## config.mk

```make
export PLATFORM = sky130hd
export DESIGN_NAME = ogl_ctrl
export DESIGN_NICKNAME = d
export VERILOG_FILES = /design/src/rtl/ogl_pkg.sv /design/src/rtl/ogl_ctrl.sv
export SDC_FILE = /design/constraint.sdc
export NUM_CORES = 1
export LEC_CHECK = 0
export ABC_AREA = 1
export ABC_CLOCK_PERIOD_IN_PS = 1400
export BUFFER_PORTS_ARGS = -buffer_cell sky130_fd_sc_hd__buf_2
export CORE_AREA = 5 5 42 44
export CTS_CLUSTER_DIAMETER = 120
export DETAILED_ROUTE_END_ITERATION = 8
export DIE_AREA = 0 0 47 49
export GPL_ROUTABILITY_DRIVEN = 0
export HOLD_SLACK_MARGIN = 0.02
export PLACE_DENSITY = 0.55
export SKIP_LAST_GASP = 1
export SLEW_MARGIN = 10
export SYNTH_ARGS = -nofsm -noshare
export SYNTH_HDL_FRONTEND = slang
export SYNTH_SLANG_ARGS = --single-unit
export TNS_END_PERCENT = 30
```

## constraint.sdc

```tcl
create_clock -name clk -period 1.4 [get_ports clk]
set_input_delay 0.14 -clock clk [delete_from_list [all_inputs] [get_ports clk]]
set_output_delay 0.14 -clock clk [all_outputs]
set_load 0.03 [all_outputs]
```

## src/rtl/ogl_pkg.sv

```systemverilog
package ogl_pkg;

  localparam int unsigned COORD_W   = 10;
  localparam int unsigned GRID_W    = 1024;
  localparam int unsigned GRID_H    = 1024;
  localparam int unsigned XW        = $clog2(GRID_W);
  localparam int unsigned YW        = $clog2(GRID_H);
  localparam int unsigned LOGW      = (XW > 6) ? 6 : XW - 1;
  localparam int unsigned WORD_W    = 1 << LOGW;
  localparam int unsigned WX_W      = XW - LOGW;
  localparam int unsigned MEM_AW    = YW + WX_W;
  localparam int unsigned MEM_DEPTH = 1 << MEM_AW;
  localparam int unsigned ERR_W     = COORD_W + 3;

  typedef logic [COORD_W-1:0]      coord_t;
  typedef logic [XW-1:0]           xfull_t;
  typedef logic [YW-1:0]           yfull_t;
  typedef logic [WX_W-1:0]         wcol_t;
  typedef logic [LOGW-1:0]         bsel_t;
  typedef logic [MEM_AW-1:0]       maddr_t;
  typedef logic [WORD_W-1:0]       word_t;
  typedef logic signed [ERR_W-1:0] err_t;

  typedef enum logic [2:0] {
    REQ_BLOCK = 3'd0,
    REQ_CLEAR = 3'd1,
    REQ_MOVE  = 3'd2,
    REQ_LINE  = 3'd3,
    REQ_QUERY = 3'd4
  } req_type_t;

  typedef enum logic [1:0] {
    OP_NONE,
    OP_RECT,
    OP_WALK
  } op_kind_t;

  typedef enum logic [2:0] {
    ST_CLEAR,
    ST_IDLE,
    ST_SETUP,
    ST_RECT,
    ST_WALK,
    ST_DRAIN,
    ST_FINISH
  } state_t;

  typedef struct packed {
    logic load;
    logic setup;
    logic clear_step;
    logic rect_step;
    logic walk_step;
    logic finish;
  } cmd_t;

  typedef struct packed {
    logic     clear_done;
    op_kind_t kind;
    logic     rect_last;
    logic     at_end;
    logic     hit_now;
    logic     out_free;
  } sts_t;

endpackage

```

## src/rtl/ogl_ctrl.sv

```systemverilog
module ogl_ctrl (
  input  logic            clk,
  input  logic            rst,
  input  logic            in_valid,
  output logic            in_ready,
  output ogl_pkg::cmd_t   cmd,
  input  ogl_pkg::sts_t   sts
);

  ogl_pkg::state_t state;
  ogl_pkg::state_t state_next;

  always_ff @(posedge clk) begin
    if (rst) begin
      state <= ogl_pkg::ST_CLEAR;
    end else begin
      state <= state_next;
    end
  end

  always_comb begin
    state_next = state;
    unique case (state)
      ogl_pkg::ST_CLEAR: begin
        if (sts.clear_done) state_next = ogl_pkg::ST_IDLE;
      end
      ogl_pkg::ST_IDLE: begin
        if (in_valid) state_next = ogl_pkg::ST_SETUP;
      end
      ogl_pkg::ST_SETUP: begin
        unique case (sts.kind)
          ogl_pkg::OP_RECT: state_next = ogl_pkg::ST_RECT;
          ogl_pkg::OP_WALK: state_next = ogl_pkg::ST_WALK;
          default:          state_next = ogl_pkg::ST_FINISH;
        endcase
      end
      ogl_pkg::ST_RECT: begin
        if (sts.rect_last) state_next = ogl_pkg::ST_FINISH;
      end
      ogl_pkg::ST_WALK: begin
        priority if (sts.hit_now) begin
          state_next = ogl_pkg::ST_FINISH;
        end else if (sts.at_end) begin
          state_next = ogl_pkg::ST_DRAIN;
        end
      end
      ogl_pkg::ST_DRAIN: begin
        state_next = ogl_pkg::ST_FINISH;
      end
      ogl_pkg::ST_FINISH: begin
        if (sts.out_free) state_next = ogl_pkg::ST_IDLE;
      end
      default: state_next = ogl_pkg::ST_CLEAR;
    endcase
  end

  always_comb begin
    cmd            = '0;
    in_ready       = 1'b0;
    unique case (state)
      ogl_pkg::ST_CLEAR:  cmd.clear_step = 1'b1;
      ogl_pkg::ST_IDLE: begin
        in_ready = 1'b1;
        cmd.load = in_valid;
      end
      ogl_pkg::ST_SETUP:  cmd.setup     = 1'b1;
      ogl_pkg::ST_RECT:   cmd.rect_step = 1'b1;
      ogl_pkg::ST_WALK:   cmd.walk_step = !sts.hit_now;
      ogl_pkg::ST_DRAIN:  cmd           = '0;
      ogl_pkg::ST_FINISH: cmd.finish    = sts.out_free;
      default:            cmd           = '0;
    endcase
  end

endmodule

```

* Word level (Yosys, flattened, before mapping) *
Cells that the tools add are included.

word-level totals
  input bits = 10
  register bits after elaboration = 3
  word-level logic and storage cells = 32
  output and inout port bits = 7

operators by class
  reductions and logical operators = 3
  multiplexer cells = 15
  eq/ne operators = 13

operators by type and width
  cell                                            number
  case mux 3 bit (7 select lines)                 1
  2-to-1 mux 3 bit                                6
  == test 3 bit (second input constant)           3
  != test 2 bit (second input constant)           4
  2-to-1 mux 1 bit                                7
  == test 3 x 2 -> 1 bit (second input constant)  2
  case mux 3 bit (2 select lines)                 1
  AND reduction 5 bit                             1
  == test 3 x 1 -> 1 bit (second input constant)  1
  logical NOT 3 bit                               1
  != test 3 bit (second input constant)           1
  == test 2 x 1 -> 1 bit (second input constant)  1
  == test 2 bit (second input constant)           1
  logical NOT 1 bit                               1

* Longest topological paths before layout *
  word-level depth = 3
  depth in mapped cells = 9
  gate-level depth less buffers = 9

* Worst setup path before layout *
No wires, ideal clock.

  kind = flip-flop to flip-flop
  start point = reg state[1]
  end point = reg state[0]
  arrival time = 1.263 ns
  data required time = 1.338 ns
  buffers on the path = 0
  setup slack = 0.075 ns
  stages on the path, launching flop included = 7
  clock period less this slack = 1.325 ns
  path through = dfxtp_1 inv_2 nor3_2 nand3_1 nand2_1 nor2_1 nor2_2

between the ends
  cells in the longest elaborated chain, start to end = 3

ends and longest elaborated chain
  item                                                                    line            RTL
  from (decl)                                                             ogl_ctrl.sv:10  ogl_pkg::state_t state;
  from (signal assigned)                                                  ogl_ctrl.sv:15  state <= ogl_pkg::ST_CLEAR;
  from (signal assigned)                                                  ogl_ctrl.sv:17  state <= state_next;
  == test 3 bit (tied with other cells)                                   ogl_ctrl.sv:23  unique case (state)
  != test 3 bit (no source line) / != test 2 bit (equally long branches)  --
  AND reduction 5 bit (no source line)                                    --

Parallel ways exist; a longest one is shown, timed or not.
A chain may end at the register's enable or synchronous reset.

==> impl_metrics.tcl <==
set metrics [dict create \
    period_minus_slack_ns 1.34 \
    grt_pass1_wl_um 1680 \
    dp_hpwl_um 802 \
    cts_buffer_depth 2 \
    die_h_um 49 \
    required_ns 1.26 \
    layout_common_cells "buf_2, nand2_1, nand3_1, nor2_1, inv_1" \
    cp.depth 4 \
    drtAntennaViolNets 0 \
    drv_slew 0 \
    path_delay_family "buffers and inverters" \
    clk_latency_ns 0.23 \
    outcome "completed" \
    finalHoldViolations 0 \
    largest_reg_flops 3 \
    die_w_um 47 \
    regArea_um2 62.6 \
    placed_cells 102 \
    viasPerCell 4.25 \
    rr_worst_depth 8 \
    instances_no_fill 106 \
    largest_register "state" \
    ys_ff_latch 3 \
    criticalPathCategory "flip-flop to output pin" \
    num_antenna_cells 0 \
    wl_per_cell_um 9.30 \
    crit_slowest_cell "dfxtp_1" \
    hold_buffers 0 \
    io_pins 17 \
    multi_input_area_um2 248 \
    syn-num-nets 79 \
    synth_area_per_cell_um2 5.51 \
    synthDistinctLibCells 15 \
    tightest_slew_ns 0.218 \
    cts_root_buf "clkbuf_4" \
    syn_area_um2 380 \
    grt_pass1_vias 418 \
    grt_max_degree 8 \
    cap_viol_max_count 0 \
    finalSetupViolations 0 \
    crit_chain "buf_4, nand3b_1, inv_2, buf_2" \
    tritoncts "built" \
    rsz0062_at_grt "yes" \
    vias 450 \
    areaGrowthSynthToFinish_pct 32.6 \
    hold_slack_ns 0.180 \
    die_area_um2 2300 \
    ir_drop_v 0.00105 \
    cts.clk_slew.worst_paths_ns 0.04 \
    leakage_nw 0.315 \
    critPathMaxFanout 6 \
    min_period_over_period_pct 95.9 \
    clock_sinks 3 \
    cp.arrival_ns 1.20 \
    yosysSeqAreaShare_pct 15.8 \
    fin_skew_ns 0.00290 \
    routed_wl_um 986 \
    rows 14 \
    drt_iter0_markers 5 \
    drc_errors 0 \
    setup.worst_path.end_class "output pin" \
    critical_path_buf_inv_count 3 \
    drive_gt1_share_pct 41.1 \
    max_freq_ghz 0.745 \
    cts_made_buffers 3 \
    synth_warnings 0 \
    min_path_type "primary input to flip-flop" \
    core_um2 1400 \
    mostFrequentLayoutCell "buf_2" \
    crit_path_max_incr_delay_ns 0.43 \
    fin_nets 101 \
    overflow 0 \
    grt_usage_pct 9.85 \
    syn_inst 69 \
    start_util_pct 27.1 \
    grt_antenna_before_repair 0 \
    first_pass_iters 2 \
    fillers 157 \
    htreeDepth 1 \
    p_per_area_nw_per_um2 2530 \
    cp-start-kind "flip-flop" \
    slew_headroom_pct 85.5 \
    io_buffers 16 \
    min_path_cells 4 \
    reg_top3 "state: 3 flops" \
]
## cell type report
class | instances | area share, %
clock buffers | 4 | 5.21
inverters | 14 | 10.4
multi-input cells | 51 | 49.1
flip-flops and latches | 3 | 12.4
well taps | 16 | 3.97
repair buffers | 18 | 18.9
## worst min-delay path: cells and delay by family
family                 cells  cell delay, ns
buffers and inverters      2            0.13
and+or+nand+nor            2            0.11
## metrics by stage
step	TNS, ns	util, %	power [mW]	cell area, um^2	setup slack [ns]
6_report	0	36.0	1.28	504	0.0580
5_1_grt	-0.0294	36.0	1.41	504	-0.0294
4_1_cts	0	35.9	1.29	503	0.0261
3_5_place_dp	0	33.9	1.12	475	0.132
3_3_place_gp	0	33.9	1.12	475	0.115
2_1_floorplan	0	-	0.933	380	0.0754
## cells by family (layout without fill, tap and decap cells)
group	count (synthesis)	after routing	share of synthesized area, %
buffers and inverters	15	36	19.1
AOI/OAI and AO/OA	2	2	3.62
and+or+nand+nor	49	49	61.5
DFF	3	3	15.8
## metal layers
metal / wire length, um / track usage, %
met2: 459 / 12.2
met1: 463 / 14.7
met5: 0 / 0
met3: 63 / 2.58
met4: 0 / 5.53
## report_power, final
| part | switching [mW] | internal (mW) | leakage [nW] | total [mW] |
|---|---|---|---|---|
| Combinational | 0.587 | 0.297 | 0.275 | 0.884 |
| Sequential | 0.0999 | 0.139 | 0.0255 | 0.239 |
| Clock | 0.0468 | 0.107 | 0.0150 | 0.154 |
## Yosys cell counts
library cell,number,share of area (%)
dfxtp_1,3,16
nand3_1,12,16
nor3_2,1,2.6
o21ai_2,1,2.3
inv_1,9,8.9
nand2_1,15,15
inv_2,4,3.9
nand2_2,2,3.3
nor2_4,1,3.0
buf_12,1,5.3
nor2_2,5,8.2
nor2_1,12,12
o21ai_0,1,1.3
clkinv_1,1,0.99
nand3b_1,1,2.0
## path summary, 6_finish.rpt
| path | start | endpoint | slack [ns] |
|---|---|---|---|
| worst min register to register | state[1] | state[1] | 0.58 |
| worst max register to register | state[2] | state[2] | 0.15 |
| worst min-delay path | rst | state[1] | 0.18 |
| worst max-delay path | state[2] | cmd[1] | 0.06 |
## repair_timing
| item | CTS | global route |
|---|---|---|
| setup buffers | 0 | 0 |
| pin swaps | 0 | 0 |
| gates resized for setup | 1 | 1 |
| endpoints found under the setup margin | 1 | 5 |
Note: power is estimated with default switching activity, not from simulation.
